$ cat config.mk
export PLATFORM = sky130hd
export DESIGN_NAME = patch_column_post_decoder_unit
export DESIGN_NICKNAME = d
export VERILOG_FILES = /design/src/design/pcpd_pkg.sv /design/src/design/patch_column_post_decoder_unit.sv
export SDC_FILE = /design/constraint.sdc
export NUM_CORES = 1
export LEC_CHECK = 0
export ABC_CLOCK_PERIOD_IN_PS = 5400
export BUFFER_PORTS_ARGS = -buffer_cell sky130_fd_sc_hd__buf_4
export CORE_UTILIZATION = 32
export CTS_CLUSTER_SIZE = 12
export DETAILED_ROUTE_END_ITERATION = 8
export GPL_TIMING_DRIVEN = 0
export PLACE_DENSITY = 0.58
export SLEW_MARGIN = 5
export SYNTH_ARGS = -nofsm -noshare
export SYNTH_HDL_FRONTEND = slang
export SYNTH_SLANG_ARGS = --single-unit
$ cat constraint.sdc
create_clock -name clk -period 5.4 [get_ports clk]
set_input_delay 0.54 -clock clk [delete_from_list [all_inputs] [get_ports clk]]
set_output_delay 0.54 -clock clk [all_outputs]
set_load 0.005 [all_outputs]
$ cat src/design/pcpd_pkg.sv
// ============================================================================
// pcpd_pkg: shared types and constants of the column post decoder
// Field widths, command codes, register indexes and the phase encoding.
// ============================================================================
`default_nettype none

package pcpd_pkg;

    // Default geometry and scale limit.
    localparam int DEF_SCREEN_HEIGHT = 256;
    localparam int DEF_SCREEN_WIDTH  = 512;
    localparam int DEF_MAX_SCALE     = 8;

    // Field widths.
    localparam int CMD_W    = 1;
    localparam int SCR_W    = 3;
    localparam int COLX_W   = 9;
    localparam int ROWY_W   = 8;
    localparam int BYTE_W   = 8;
    localparam int WADDR_W  = 17;
    localparam int SCALE_W  = 4;
    localparam int SUB_W    = 3;   // block cell counter, covers scale up to 8
    localparam int SUM_W    = 9;   // post top plus pixel offset
    localparam int ROW_W    = 13;  // top row + 510 * 8 + 7 fits
    localparam int COL_W    = 10;  // column x + 7 fits

    // Configuration port.
    localparam int PADDR_W  = 3;
    localparam int PDATA_W  = 32;
    localparam logic [PADDR_W-3:0] REG_SCALE = 1'b0;
    localparam logic [SCALE_W-1:0] SCALE_RESET = 4'd1;

    // Commands.
    localparam logic [CMD_W-1:0] CMD_START = 1'b0;
    localparam logic [CMD_W-1:0] CMD_DATA  = 1'b1;

    localparam logic [BYTE_W-1:0] END_MARK = 8'hff;

    // Decoder phase, one-hot.
    typedef enum logic [5:0] {
        PH_WAIT = 6'b000001,
        PH_TOP  = 6'b000010,
        PH_LEN  = 6'b000100,
        PH_PAD1 = 6'b001000,
        PH_PIX  = 6'b010000,
        PH_PAD2 = 6'b100000
    } phase_t;

endpackage

`default_nettype wire

$ cat src/design/patch_column_post_decoder_unit.sv
// ============================================================================
// patch_column_post_decoder_unit: sprite column post decoder
// Turns a stream of start commands and column bytes into scaled
// framebuffer writes.
// ============================================================================
//
// Usage
//   The input channel carries one command or column byte per transfer. A
//   start command latches screen, column x and top y; data bytes then walk
//   through the posts of the column. Each pixel byte produces scale * scale
//   write transfers on the output channel, column by column, top to bottom,
//   with last set on the final one. Other bytes produce no output.
//   The scale register sits at byte address 0 of the APB port.
//   A pixel byte is registered in the write generator, whose first write
//   then moves to the output register. Non-pixel bytes are taken one per
//   cycle while no job runs; a pixel byte holds the input until its block
//   is done, as the generator emits one write per cycle while the output
//   is free; the next pixel goes in the cycle the last write is registered.
//   A stall on the output freezes the output register and the generator,
//   which in turn stalls the input. Reset returns the decoder to waiting
//   for a start command, empties both stages and sets scale to 1.
//
`default_nettype none

module patch_column_post_decoder_unit #(
    parameter int SCREEN_HEIGHT = pcpd_pkg::DEF_SCREEN_HEIGHT,
    parameter int SCREEN_WIDTH  = pcpd_pkg::DEF_SCREEN_WIDTH,
    parameter int MAX_SCALE     = pcpd_pkg::DEF_MAX_SCALE
) (
    input  wire logic                          clk,
    input  wire logic                          rst_n,

    input  wire logic                          psel,
    input  wire logic                          penable,
    input  wire logic                          pwrite,
    input  wire logic [pcpd_pkg::PADDR_W-1:0]  paddr,
    input  wire logic [pcpd_pkg::PDATA_W-1:0]  pwdata,
    output logic      [pcpd_pkg::PDATA_W-1:0]  prdata,
    output logic                               pready,

    input  wire logic                          in_valid,
    output logic                               in_stall,
    input  wire logic [pcpd_pkg::CMD_W-1:0]    command,
    input  wire logic [pcpd_pkg::SCR_W-1:0]    screen_index,
    input  wire logic [pcpd_pkg::COLX_W-1:0]   column_x,
    input  wire logic [pcpd_pkg::ROWY_W-1:0]   column_top_y,
    input  wire logic [pcpd_pkg::BYTE_W-1:0]   data_byte,

    output logic                               out_valid,
    input  wire logic                          out_stall,
    output logic      [pcpd_pkg::SCR_W-1:0]    target_screen,
    output logic      [pcpd_pkg::WADDR_W-1:0]  write_address,
    output logic      [pcpd_pkg::BYTE_W-1:0]   pixel,
    output logic                               out_of_range,
    output logic                               last
);
    import pcpd_pkg::*;

    // ------------------------------------------------------------------
    // Configuration
    // ------------------------------------------------------------------
    logic [SCALE_W-1:0] scale_reg;
    logic               cfg_write;

    assign pready    = 1'b1;
    assign cfg_write = psel && penable && pwrite && (paddr[PADDR_W-1:2] == REG_SCALE);

    always_ff @(posedge clk or negedge rst_n)
    begin
        if (!rst_n)
        begin
            scale_reg <= SCALE_RESET;
        end
        else if (cfg_write)
        begin
            scale_reg <= pwdata[SCALE_W-1:0];
        end
    end

    always_comb
    begin
        prdata = '0;
        if (paddr[PADDR_W-1:2] == REG_SCALE)
        begin
            prdata = PDATA_W'(scale_reg);
        end
    end

    // Effective scale, clamped to 1..MAX_SCALE.
    logic [SCALE_W-1:0] eff_scale;

    always_comb
    begin
        if (scale_reg == '0)
        begin
            eff_scale = SCALE_W'(1);
        end
        else if (scale_reg > SCALE_W'(MAX_SCALE))
        begin
            eff_scale = SCALE_W'(MAX_SCALE);
        end
        else
        begin
            eff_scale = scale_reg;
        end
    end

    // ------------------------------------------------------------------
    // Post parser
    // ------------------------------------------------------------------
    phase_t             phase_reg,        phase_next;
    logic [COLX_W-1:0]  base_column_reg,  base_column_next;
    logic [ROWY_W-1:0]  top_row_reg,      top_row_next;
    logic [SCR_W-1:0]   screen_sel_reg,   screen_sel_next;
    logic [BYTE_W-1:0]  post_top_reg,     post_top_next;
    logic [BYTE_W-1:0]  pixels_left_reg,  pixels_left_next;
    logic [BYTE_W-1:0]  pixel_offset_reg, pixel_offset_next;

    logic in_accept;
    logic launch;
    logic out_free;
    logic job_valid_reg, job_valid_next;
    logic job_final;

    assign out_free  = !out_valid || !out_stall;
    assign in_stall  = job_valid_reg && !(out_free && job_final);
    assign in_accept = in_valid && !in_stall;
    assign launch    = in_accept && (command == CMD_DATA) && (phase_reg == PH_PIX);

    always_comb
    begin
        phase_next        = phase_reg;
        base_column_next  = base_column_reg;
        top_row_next      = top_row_reg;
        screen_sel_next   = screen_sel_reg;
        post_top_next     = post_top_reg;
        pixels_left_next  = pixels_left_reg;
        pixel_offset_next = pixel_offset_reg;

        if (in_accept)
        begin
            if (command == CMD_START)
            begin
                screen_sel_next  = screen_index;
                base_column_next = column_x;
                top_row_next     = column_top_y;
                phase_next       = PH_TOP;
            end
            else
            begin
                case (phase_reg)
                    PH_TOP:
                    begin
                        if (data_byte == END_MARK)
                        begin
                            phase_next = PH_WAIT;
                        end
                        else
                        begin
                            post_top_next = data_byte;
                            phase_next    = PH_LEN;
                        end
                    end
                    PH_LEN:
                    begin
                        pixels_left_next  = data_byte;
                        pixel_offset_next = '0;
                        phase_next        = PH_PAD1;
                    end
                    PH_PAD1:
                    begin
                        phase_next = (pixels_left_reg == '0) ? PH_PAD2 : PH_PIX;
                    end
                    PH_PAD2:
                    begin
                        phase_next = PH_TOP;
                    end
                    PH_PIX:
                    begin
                        pixel_offset_next = pixel_offset_reg + BYTE_W'(1);
                        pixels_left_next  = pixels_left_reg - BYTE_W'(1);
                        if (pixels_left_reg == BYTE_W'(1))
                        begin
                            phase_next = PH_PAD2;
                        end
                    end
                    default:
                    begin
                        phase_next = phase_reg;
                    end
                endcase
            end
        end
    end

    always_ff @(posedge clk or negedge rst_n)
    begin
        if (!rst_n)
        begin
            phase_reg        <= PH_WAIT;
            base_column_reg  <= '0;
            top_row_reg      <= '0;
            screen_sel_reg   <= '0;
            post_top_reg     <= '0;
            pixels_left_reg  <= '0;
            pixel_offset_reg <= '0;
        end
        else
        begin
            phase_reg        <= phase_next;
            base_column_reg  <= base_column_next;
            top_row_reg      <= top_row_next;
            screen_sel_reg   <= screen_sel_next;
            post_top_reg     <= post_top_next;
            pixels_left_reg  <= pixels_left_next;
            pixel_offset_reg <= pixel_offset_next;
        end
    end

    // First row of the pixel's block.
    logic [SUM_W-1:0] cell_index;
    logic [ROW_W-1:0] row_base;

    assign cell_index = SUM_W'(post_top_reg) + SUM_W'(pixel_offset_reg);
    assign row_base   = ROW_W'(ROW_W'(cell_index) * ROW_W'(eff_scale)) + ROW_W'(top_row_reg);

    // ------------------------------------------------------------------
    // Write generator: one block cell per cycle while the output is free, ys inner, xs outer.
    // ------------------------------------------------------------------
    logic [BYTE_W-1:0] job_pixel_reg;
    logic [SCR_W-1:0]  job_screen_reg;
    logic [ROW_W-1:0]  job_row_reg;
    logic [COLX_W-1:0] job_col_reg;
    logic [SUB_W-1:0]  job_smax_reg;
    logic [SUB_W-1:0]  xs_reg, xs_next;
    logic [SUB_W-1:0]  ys_reg, ys_next;
    logic              step;

    assign job_final = (xs_reg == job_smax_reg) && (ys_reg == job_smax_reg);
    assign step      = job_valid_reg && out_free;

    always_comb
    begin
        job_valid_next = job_valid_reg;
        xs_next        = xs_reg;
        ys_next        = ys_reg;
        if (step)
        begin
            if (ys_reg == job_smax_reg)
            begin
                ys_next = '0;
                xs_next = xs_reg + SUB_W'(1);
                if (xs_reg == job_smax_reg)
                begin
                    job_valid_next = 1'b0;
                end
            end
            else
            begin
                ys_next = ys_reg + SUB_W'(1);
            end
        end
        if (launch)
        begin
            job_valid_next = 1'b1;
            xs_next        = '0;
            ys_next        = '0;
        end
    end

    always_ff @(posedge clk or negedge rst_n)
    begin
        if (!rst_n)
        begin
            job_valid_reg <= 1'b0;
            xs_reg        <= '0;
            ys_reg        <= '0;
        end
        else
        begin
            job_valid_reg <= job_valid_next;
            xs_reg        <= xs_next;
            ys_reg        <= ys_next;
        end
    end

    always_ff @(posedge clk)
    begin
        if (launch)
        begin
            job_pixel_reg  <= data_byte;
            job_screen_reg <= screen_sel_reg;
            job_row_reg    <= row_base;
            job_col_reg    <= base_column_reg;
            job_smax_reg   <= SUB_W'(eff_scale - SCALE_W'(1));
        end
    end

    // Address of the current cell.
    logic [ROW_W-1:0] cell_row;
    logic [COL_W-1:0] cell_col;
    logic             cell_oor;
    logic [31:0]      cell_addr;

    assign cell_row  = job_row_reg + ROW_W'(ys_reg);
    assign cell_col  = COL_W'(job_col_reg) + COL_W'(xs_reg);
    assign cell_oor  = (32'(cell_row) >= 32'(SCREEN_HEIGHT)) ||
                       (32'(cell_col) >= 32'(SCREEN_WIDTH));
    assign cell_addr = 32'(cell_row) + 32'(cell_col) * 32'(SCREEN_HEIGHT);

    // ------------------------------------------------------------------
    // Output register
    // ------------------------------------------------------------------
    logic               out_valid_reg;
    logic [SCR_W-1:0]   target_screen_reg;
    logic [WADDR_W-1:0] write_address_reg;
    logic [BYTE_W-1:0]  pixel_reg;
    logic               out_of_range_reg;
    logic               last_reg;

    always_ff @(posedge clk or negedge rst_n)
    begin
        if (!rst_n)
        begin
            out_valid_reg <= 1'b0;
        end
        else if (out_free)
        begin
            out_valid_reg <= job_valid_reg;
        end
    end

    always_ff @(posedge clk)
    begin
        if (step)
        begin
            target_screen_reg <= job_screen_reg;
            write_address_reg <= cell_oor ? '0 : cell_addr[WADDR_W-1:0];
            pixel_reg         <= job_pixel_reg;
            out_of_range_reg  <= cell_oor;
            last_reg          <= job_final;
        end
    end

    assign out_valid     = out_valid_reg;
    assign target_screen = target_screen_reg;
    assign write_address = write_address_reg;
    assign pixel         = pixel_reg;
    assign out_of_range  = out_of_range_reg;
    assign last          = last_reg;

endmodule

`default_nettype wire

==> metrics.cfg <==
[power]
p_leak_nw = 4.21
ir_drop_v = 0.000214
power_density_nw_per_um2 = 462

[layout]
finish.utilization = 0.398
antennaDiodeCount = 0
drive_gt1_frac = 0.240
design_area_um2 = 9700
layout.nets = 988
largest_register_ffs = 17
fin_cells = 1182
synthToLayoutAreaGrowth_pct = 21.8

[placement]
dp_hpwl_mm = 12.7
place.gp.congestion = 0.848
pre_cts_ws_ns = 0.249
dpl_cell_area_um2 = 9060
numPlacedInstances = 1150
numPortBuffers = 76

[global_route]
grt_overflow = 0
grtUsageTotal = 0.137
grt_pass1_wl_mm = 27.8
antenna_found_initial = 0
grt_max_degree = 63
grt_pass1_vias = 5445

[sta]
rsz0062_at_grt = true
drv_slew = 0
hold_viol_final = 0
slew_headroom = 0.423
fin_hold_ws_ns = 0.209
fin_skew_ns = 0.00937
finalSetupViolCount = 0
fin_crit_ns = 5.03
fmax_mhz = 199
worst_pin_slew_ns = 0.860
setup_slack_ns = 0.369
period_share = 0.932

[drt]
drc = 0
ant_nets = 0
vias_per_cell = 4.76
routed_wirelength_mm = 17.0
drt-wirelength-per-cell_um = 14.4
dr.pass1.iters = 5
vias = 5630
drt_iter0_markers = 241

[clocking]
clk_pin_slew_ns = 0.06
numCtsBuffers = 17
cts_sinks = 128
clock_latency_ns = 0.42
cts.path.max_buffers = 2
cts_root_buffer = clkbuf_16
post_cts_buffers = 0
htree_levels = 4
cts_tree = built

[worst_setup_path]
cp-end-kind = register
start_kind = register
cp_max_fo = 4
r2r_slack_ns = 0.37
worstRegToRegCells = 18
crit_type = reg -> reg
crit_required_ns = 5.54
rr_startpoint = pixel_offset_reg[0]
cp.arrival_ns = 5.17
r2r_end = job_row_reg[11]

[die]
fp.dieH_um = 160
pin_count = 136
placementRows = 57
dieArea_um2 = 25500
fp.coreArea_um2 = 24400
start_util = 0.326
die_w_um = 160

[yosys]
synth-seq-area-share = 0.444
synth.avg_cell_area_um2 = 11.0
synth-async-reset-ratio = 0.484
ys_ff_latch = 128
synth-edff-count = 66
synthFlopType = edfxtp_1
synth_cell_type_count = 69
netlist_instances = 722
yosys_warnings = 0
synth.cell_area_um2 = 7960

[min_path]
hold_class = in -> async

[job]
maxCapViolCount = 0

[run_status]
status = finished clean

## cell families after synthesis
family / Yosys count / synth area share
multiplexers: 40 / 0.0605
flip-flops: 128 / 0.444
AO/OA/AOI/OAI: 120 / 0.104
adder cells (fa/ha/maj): 72 / 0.137
XOR/XNOR: 42 / 0.0462
buffers and inverters: 102 / 0.0662
AND/OR/NAND/NOR: 216 / 0.141
other: 2 / 0.000943
## area by class of cell
type | instances | area, um^2
Multi-Input combinational cell | 519 | 4010
Fill cell | 2415 | 14700
Sequential cell | 128 | 3540
Tap cell | 324 | 405
Inverter | 55 | 206
Timing Repair Buffer | 77 | 591
Buffer | 47 | 322
Clock inverter | 8 | 125
Clock buffer | 24 | 503
## stage by stage
stage | setup TNS, ns | power [mW]
3_5_place_dp | 0 | 3.27
6_report | 0 | 4.48
3_3_place_gp | 0 | 3.27
2_1_floorplan | 0 | 2.86
5_1_grt | -0.0784 | 4.87
4_1_cts | 0 | 4.52
## routing by layer
layer  vias to the layer above  GRT usage  share of wire
li1                       2769          -              -
met1                      2698      0.180           0.47
met2                       149      0.225           0.47
met3                        14     0.0309          0.044
met4                         0     0.0376          0.011
met5                         -          0              0
## cells in the mapped netlist (all sizes together), types with 5 or more instances
cell type	number	area, um^2
clkbuf	7	26.3
and3	6	38.8
o21ai	26	130
nor2	70	270
dfrtp	60	1500
o31ai	5	37.5
nand2b	5	31.3
nand2	30	113
inv	55	206
or2	5	31.3
nand4	6	37.5
a31oi	7	43.8
nor4	10	77.6
a211oi	13	97.6
nor2b	10	62.6
fa	25	500
a21oi	18	93.8
edfxtp	66	1980
mux2	38	462
xnor2	27	236
nor3	23	115
nand3	26	130
a21o	9	67.6
buf	40	294
xor2	15	131
ha	47	588
nor3b	5	42.5
## worst max-delay path, stage by stage (launching register included)
cell and delay (ns):
dfrtp_1 0.41, ha_1 0.20, inv_1 0.06, fa_1 0.39
nor2b_1 0.12, o21ai_0 0.12, a21boi_1 0.25, o21ai_0 0.21
a211oi_1 0.33, fa_1 0.50, fa_1 0.54, inv_1 0.05
fa_1 0.49, inv_1 0.04, ha_1 0.19, nor3_1 0.24
o21ai_0 0.18, a31oi_1 0.29, o211ai_1 0.15
## how the worst max path moves through the flow
stage | from | to | slack, ns
2_1_floorplan | pixel_offset_reg[0] | job_row_reg[10] | 0.80
3_3_place_gp | pixel_offset_reg[0] | job_row_reg[12] | 0.28
3_5_place_dp | pixel_offset_reg[0] | job_row_reg[12] | 0.25
4_1_cts | pixel_offset_reg[0] | job_row_reg[12] | 0.22
5_1_grt | pixel_offset_reg[0] | job_row_reg[11] | -0.05
6_report | pixel_offset_reg[0] | job_row_reg[11] | 0.37
## report_power, final
group / leakage [nW] / switching [mW] / internal, mW
Sequential: 1.37 / 0.110 / 1.25
Combinational: 2.54 / 1.04 / 0.859
Clock: 0.303 / 0.427 / 0.792
## cells in the final DEF, fill, tap and decap left out, types with 5 or more instances in the layout
cell       Yosys  layout
a21o_1         9       9
o21ai_0       25      25
clkbuf_16      0      18
nand2b_1       5       5
nor2_1        69      69
ha_1          47      47
or2_2          5       5
buf_2          7       7
a21oi_1       17      17
fa_1          25      25
o31ai_1        5       5
a31oi_1        7       7
clkbuf_1       7       9
nor4_1         9       9
nand4_1        6       6
and3_1         5       5
mux2_4         9       9
buf_4         30     106
nand2_1       30      30
edfxtp_1      66      66
dfrtp_1       60      60
xnor2_1       27      27
nor2b_1       10      10
a211oi_1      13      13
inv_1         55      54
nor3_1        23      23
mux2_2        29      29
xor2_1        15      15
conb_1         2      29
nand3_1       26      26
## timing repair
action | 4_1_cts | 5_1_grt
endpoints found under the setup margin | 0 | 4
hold buffers | 0 | 0
gates resized for setup | 0 | 3
Note: power is estimated with default switching activity, not from simulation.
